[config.mk]
export PLATFORM = sky130hd
export DESIGN_NAME = edg_ratio
export DESIGN_NICKNAME = d
export VERILOG_FILES = /design/src/rtl/core/edg_pkg.sv /design/src/rtl/core/edg_ratio.sv
export SDC_FILE = /design/constraint.sdc
export NUM_CORES = 2
export LEC_CHECK = 0
export BUFFER_PORTS_ARGS = -buffer_cell sky130_fd_sc_hd__buf_2
export CAP_MARGIN = 20
export CORE_ASPECT_RATIO = 2
export CORE_MARGIN = 3
export CORE_UTILIZATION = 69
export CTS_CLUSTER_SIZE = 8
export DETAILED_ROUTE_END_ITERATION = 7
export GPL_TIMING_DRIVEN = 1
export PLACE_DENSITY = 0.86
export REMOVE_ABC_BUFFERS = 1
export SETUP_SLACK_MARGIN = 0.02
export SLEW_MARGIN = 10
export SYNTH_ARGS = -nofsm -noshare
export SYNTH_HDL_FRONTEND = slang
export SYNTH_SLANG_ARGS = --single-unit
export TNS_END_PERCENT = 30
[constraint.sdc]
create_clock -name clk -period 6.75 [get_ports clk]
set_input_delay 0.3375 -clock clk [delete_from_list [all_inputs] [get_ports clk]]
set_output_delay 0.3375 -clock clk [all_outputs]
set_load 0.005 [all_outputs]
[src/rtl/core/edg_pkg.sv]
package edg_pkg;

	// fixed-point layout
	localparam int FRAC_BITS = 16;
	localparam int WORD_W    = 32;
	localparam int MAG_W     = 38;
	localparam int TERM_W    = MAG_W + 1;
	localparam int SUM_W     = MAG_W + 3;
	localparam int PROD_W    = MAG_W + WORD_W;
	localparam int DIFF_W    = 32;
	localparam int SIG_W     = 37;
	localparam int R_W       = 20;
	localparam int Z_W       = 26;
	localparam int DENS_W    = 32;
	localparam int NUM_SH    = 39 - FRAC_BITS;
	localparam int NUM_W     = 62 - NUM_SH;
	localparam int SQUARINGS = 12;

	localparam logic [MAG_W-1:0]  LIM          = {MAG_W{1'b1}};
	localparam logic [22:0]       K_SIGMA      = 23'd7124628;
	localparam logic [30:0]       INV_SQRT_2PI = 31'd1713444047;
	localparam logic [31:0]       Q31_ONE      = 32'h8000_0000;
	localparam logic [31:0]       RECIP3       = 32'hAAAA_AAAB;
	localparam int                RECIP3_SH    = 33;

	// register indexes
	localparam logic [1:0] REG_COEF_0 = 2'd0;
	localparam logic [1:0] REG_COEF_1 = 2'd1;
	localparam logic [1:0] REG_COEF_2 = 2'd2;
	localparam logic [1:0] REG_COEF_3 = 2'd3;

	typedef logic [WORD_W-1:0] coef_t;

	// status that travels with an item down the pipe
	typedef struct packed {
		logic             vld;
		logic             inv;
		logic             tail;
		logic [SIG_W-1:0] sigma;
	} tag_t;

	// magnitude of a two's complement word
	function automatic logic [WORD_W-1:0] mag32(input logic [WORD_W-1:0] a);
		return a[WORD_W-1] ? (~a + WORD_W'(1)) : a;
	endfunction

	// product >> FRAC_BITS, clamped at LIM
	function automatic logic [MAG_W-1:0] clamp_mag(input logic [PROD_W-1:0] p);
		logic [MAG_W-1:0] r;
		if (|p[PROD_W-1:FRAC_BITS+MAG_W]) begin
			r = LIM;
		end else begin
			r = p[FRAC_BITS+MAG_W-1:FRAC_BITS];
		end
		return r;
	endfunction

	function automatic logic signed [TERM_W-1:0] apply_sign(input logic neg,
			input logic [MAG_W-1:0] m);
		logic [TERM_W-1:0] e;
		e = {1'b0, m};
		return neg ? $signed(-e) : $signed(e);
	endfunction

endpackage

[src/rtl/core/edg_ratio.sv]
module edg_ratio (
	input  logic                       clk,
	input  logic                       arst_n,
	input  logic                       adv,
	input  edg_pkg::tag_t              tag_i,
	input  logic [edg_pkg::DIFF_W-1:0] diff_i,
	output edg_pkg::tag_t              tag_o,
	output logic [edg_pkg::R_W-1:0]    r_o
);
	import edg_pkg::*;

	localparam int REM_W = DIFF_W + 16;
	localparam int CMP_W = SIG_W + R_W;

	// entry 0 is the set-up stage, then one quotient bit per stage
	tag_t             tag_s [R_W+1];
	logic [REM_W-1:0] rem_s [R_W+1];
	logic [R_W-1:0]   q_s   [R_W+1];
	tag_t             tag_in;

	// far-tail test: |f-e| at or beyond sixteen sigma
	always_comb begin
		tag_in      = tag_i;
		tag_in.tail = {9'b0, diff_i} >= {tag_i.sigma, 4'b0};
	end

	// set-up: status and dividend
	always_ff @(posedge clk or negedge arst_n) begin
		if (!arst_n) begin
			tag_s[0] <= '0;
		end else if (adv) begin
			tag_s[0] <= tag_in;
		end
	end

	always_ff @(posedge clk) begin
		if (adv) begin
			rem_s[0] <= {diff_i, 16'b0};
			q_s[0]   <= '0;
		end
	end

	// restoring division, MSB first
	for (genvar k = 0; k < R_W; k++) begin : g_div
		logic [CMP_W-1:0] cand;
		logic             ge;

		assign cand = {tag_s[k].sigma, {R_W{1'b0}}} >> (k + 1);
		assign ge   = {{(CMP_W-REM_W){1'b0}}, rem_s[k]} >= cand;

		always_ff @(posedge clk or negedge arst_n) begin
			if (!arst_n) begin
				tag_s[k+1] <= '0;
			end else if (adv) begin
				tag_s[k+1] <= tag_s[k];
			end
		end

		always_ff @(posedge clk) begin
			if (adv) begin
				rem_s[k+1] <= ge ? (rem_s[k] - cand[REM_W-1:0]) : rem_s[k];
				q_s[k+1]   <= q_s[k] | (ge ? (R_W'(1) << (R_W - 1 - k)) : '0);
			end
		end
	end

	assign tag_o = tag_s[R_W];
	assign r_o   = q_s[R_W];

endmodule

# --- Word-level counts from Yosys, hierarchy flattened ---
# Memory sizes are Yosys's and may differ from the RTL's.
# Cells that the tools add are included.
# W data, S select, Z words.
classes:
  n_addsub: 20
  order_cmp: 21
  mux: 42
  n_bitwise: 20
ops:
  columns: ["operator", "count"]
  rows:
  - ["$mux W48", 20]
  - ["$sub A48 B48 Y48", 9]
  - ["$ge A48 B56 Y1", 1]
  - ["$ge A48 B55 Y1", 1]
  - ["$ge A48 B54 Y1", 1]
  - ["$ge A48 B53 Y1", 1]
  - ["$ge A48 B52 Y1", 1]
  - ["$ge A48 B51 Y1", 1]
  - ["$ge A48 B50 Y1", 1]
  - ["$ge A48 B49 Y1", 1]
  - ["$ge A48 B37 Y1", 1]
  - ["$ge A48 B38 Y1", 1]
  - ["$ge A48 B39 Y1", 1]
  - ["$ge A48 B40 Y1", 1]
  - ["$ge A48 B41 Y1", 1]
  - ["$ge A48 B42 Y1", 1]
  - ["$ge A48 B43 Y1", 1]
  - ["$ge A48 B44 Y1", 1]
  - ["$ge A48 B45 Y1", 1]
  - ["$ge A48 B46 Y1", 1]
  - ["$ge A48 B47 Y1", 1]
  - ["$ge A48 B48 Y1", 1]
  - ["$sub A48 B37 Y48", 1]
  - ["$sub A48 B38 Y48", 1]
  - ["other kinds (50)", 52]
word_totals:
  ff_bits: 840
  ramBits: 1428
  in_bits: 75
  wordCells: 189
  n_memories: 2
memory_table:
  columns: ["name", "words", "word_bits", "rd", "rd_clocked_by_memory_dff", "wr", "line_no", "text"]
  rows:
  - ["rem_s", 21, 48, 20, 0, 21, "edg_ratio.sv:17", "logic [REM_W-1:0] rem_s [R_W+1];"]
  - ["q_s", 21, 20, 21, 0, 21, "edg_ratio.sv:18", "logic [R_W-1:0] q_s [R_W+1];"]

# --- Depth between registers and ports, before layout ---
# An unclocked memory read counts as a cell.
logic_depth:
  depth_word: 4
  mapped_depth: 15

# --- Least setup slack after synthesis ---
# Ideal clock, no wire load.
synth_timing:
  kind: "flip-flop to flip-flop"
  startpoint: "register tag_s (netlist bit g_div[0].cand[20])"
  endpoint: "memory rem_s[1][33] in the netlist's numbering, data pin"
  setup_ps: 260
  t_arrival_ps: 3319
  path_slack_ps: 3172
  path_stages_with_launch: 14
  path_buffers: 2
  cell_sequence: "dfrtp_1 inv_1 ha_1 nor2b_1 o31a_1 o21a_1 or2_0 clkbuf_1 a2111o_1 a311oi_2 a21boi_1 o41ai_4 buf_4 mux2_2"
synth_rtl:
  columns: ["element", "line_no", "text"]
  rows:
  - ["from (decl)", "edg_ratio.sv:16", "tag_t tag_s [R_W+1];"]
  - ["to (decl)", "edg_ratio.sv:17", null]

==> flow_metrics.env <==
export IMPL_run_status="finished, final reports clean"
export IMPL_relSlewSlack_pct=12.65
export IMPL_grt_max_degree=225
export IMPL_worst_ep_required_time_ns=7.24
export IMPL_ff2ff_path_depth=12
export IMPL_synth_warnings=0
export IMPL_cts_tree="done"
export IMPL_clk_pin_slew_ns=0.05
export IMPL_setup_violations_final=0
export IMPL_r2r_start="rem_s[12][10]"
export IMPL_die_h_um=560.1
export IMPL_end_kind="flop"
export IMPL_globalplace_congestion=1.009
export IMPL_yosysTopAreaCellShare_pct=27.50
export IMPL_route_detailed_drc=0
export IMPL_fmax_mhz=182.4
export IMPL_hold_class="in -> reg"
export IMPL_drt_iter0_markers=7267
export IMPL_final_setup_tns_ns=0
export IMPL_ys_flop_type="edfxtp_1"
export IMPL_hold_violations=0
export IMPL_grt_use_total_pct=41.63
export IMPL_arrival_ns=5.97
export IMPL_dp_final_hpwl_mm=238.9
export IMPL_holdBufCountCts=72
export IMPL_clockBufferDepth=4
export IMPL_max_vdd_ir_drop_mv=0.3004
export IMPL_seq_area_frac_synth_pct=47.34
export IMPL_ctsResizeCount=0
export IMPL_ys_ff_latch=1810
export IMPL_fin_crit_ns=5.483
export IMPL_first_global_vias=92890
export IMPL_synth_edf_count=970
export IMPL_numCtsBuffers=268
export IMPL_async_flop_share_pct=46.41
export IMPL_min_delay_path_depth=2
export IMPL_htreeDepth=5
export IMPL_initial_utilization_pct=69.74
export IMPL_rows=202
export IMPL_crit_fanout=32
export IMPL_cp_startpoint="rem_s[12][10]"
export IMPL_io_pins=135
export IMPL_synthTopCellsByArea="edfxtp_1, dfrtp_1, ha_1, o21ai_0, nand2_1"
export IMPL_swShare_pct=41.57
export IMPL_cts_sinks=1810
export IMPL_slew_viol_final=0
export IMPL_portBuffers=133
export IMPL_syn_inst=10960
export IMPL_seqPwrFrac_pct=30.2
export IMPL_vias_per_cell=6.532
export IMPL_die_x_um=283.1
export IMPL_synth_most_common_cell="nand2_1"
export IMPL_switchingPower_w=0.02410
export IMPL_worstMarginPinSlew_ns=1.298
export IMPL_leakage_nw=48.86
export IMPL_ys_types=91
export IMPL_ys_top_cells_by_count="nand2_1, o21ai_0, edfxtp_1, inv_1, dfrtp_1"
export IMPL_root_buffer="clkbuf_16"
export IMPL_p_per_area_nw_per_um2=495.7
export IMPL_cts_setup_buffers=0
export IMPL_antenna_found_initial=12
export IMPL_rsz0062_at_grt="no"
export IMPL_firstDrtPassIters=7
export IMPL_worstHoldStart="adv"
export IMPL_fin_skew_ns=0.08863
export IMPL_max_cap_viol_count=0
export IMPL_synth_area_per_cell_um2=9.669
export IMPL_yosysTopAreaCell="edfxtp_1"
export IMPL_worst_setup_path_start_kind="flop"
export IMPL_worst_hold_slack_ns=0.02225
export IMPL_nNetsFinal=11890
export IMPL_antenna_left=0
export IMPL_p_int_w=0.03387
export IMPL_wl_mm=334.1
export IMPL_vias=86950
export IMPL_drive_gt1_share_pct=8.185
export IMPL_crit_type="reg -> reg"
export IMPL_post_drt_wl_per_cell_um=25.09
export IMPL_grt_overflow=0
export IMPL_clock_latency_ns=0.83
export IMPL_core_um2=151900
export IMPL_area_growth_pct=10.41
export IMPL_grt_pass1_wl_mm=507.1
export IMPL_clkPwrFrac_pct=21.7
export IMPL_dieArea_um2=158500
export IMPL_min_period_over_period_pct=81.23
export IMPL_combPwrFrac_pct=48.1
export IMPL_synth_area_um2=105900
==> layer usage <==
layer  GRT usage (%)  routed length (um)  vias to the layer above
met1           30.92               88540                    41350
met2           77.52              176100                     4147
met4           54.24               53820                        6
met3           7.326               15590                     2273
li1                -                   -                    39180
met5               0                  44                        -
==> cell usage in the layout, fill, tap and decap left out, types with 63 or more instances in the layout <==
| cell | count |
|---|---|
| nand2_1 | 1457 |
| o21ai_0 | 1409 |
| edfxtp_1 | 970 |
| inv_1 | 902 |
| dfrtp_1 | 840 |
| a21oi_1 | 757 |
| ha_1 | 731 |
| nor2_1 | 467 |
| a21o_1 | 356 |
| xnor2_1 | 348 |
| mux2_2 | 294 |
| clkbuf_16 | 268 |
| xor2_1 | 265 |
| clkbuf_1 | 179 |
| nand3_1 | 162 |
| buf_2 | 132 |
| nand4_1 | 131 |
| o21bai_1 | 106 |
| nand2b_1 | 104 |
| nor3_1 | 101 |
| and3_1 | 87 |
| buf_4 | 87 |
| nor2b_1 | 86 |
| o21a_1 | 86 |
| a31oi_1 | 72 |
| dlygate4sd3_1 | 72 |
| o31ai_1 | 70 |
| a211oi_1 | 63 |
==> power by group through the flow <==
stage,registers [W],clock network (W),logic [W]
finish,0.0175,0.0126,0.0279
global placement,0.0173,0,0.0259
global route,0.0177,0.0131,0.0301
detailed placement,0.0175,0,0.0268
floorplan,0.0169,0,0.0189
CTS,0.0174,0.0126,0.0272
==> final timing paths <==
check,slack (ns),to
setup reg to reg,1.27,rem_s[13][22]
hold / removal,0.02,g_div[19].cand[2]
max in group asynchronous,4.80,g_div[9].cand[26]
setup / recovery,1.27,rem_s[13][22]
hold reg to reg,0.41,q_s[20][10]
min in group asynchronous,0.18,g_div[19].cand[1]
==> layout make-up <==
type,count,area [um2]
multi-input cells,7764,50600
flip-flops and latches,1810,50150
fillers,9435,34940
clock buffers,447,7378
inverters,906,3401
well taps,2040,2552
repair buffers,313,2464
clock inverters,24,395.4
diodes,9,22.52
==> through the flow <==
step                      cells  utilization [%]  power, W  cell area [um2]  setup slack, ns
after floorplan           10480                -   0.03588           104000            1.136
after global placement    12760            71.33   0.04320           108400            1.367
after detailed placement  12760            71.35   0.04428           108400            1.605
after CTS                 13300            76.94   0.05719           116900            1.507
after global routing      13310            76.99   0.06093           116900            1.224
final                     13310            77.00   0.05797           117000            1.267
==> registers in the layout, summed over array words and instances (netlist names) <==
| register | count |
|---|---|
| tag_o | 40 |
| rem_s | 760 |
| tag_s | 60 |
| g_div.cand | 740 |
| q_s | 210 |
==> worst max-delay path: stages (launching register included) <==
cell	delay [ns]
edfxtp_1	0.40
ha_1	0.39
nand3_1	0.29
o21bai_1	0.30
and3_1	0.21
o31a_1	0.42
o21ai_0	0.92
a21o_1	0.41
a21oi_1	0.21
and2_2	0.53
inv_2	0.52
buf_4	0.42
a21oi_1	0.12
==> kinds of logic after synthesis <==
logic type	share of synthesized area, %
adders and majority gates	8.993
muxes	3.194
AOI/OAI and AO/OA	18.28
DFF	47.34
xor gates and xnor gates	5.068
and+or+nand+nor	12.06
buffers and inverters	5.067
(Power assumes the default switching activity.)
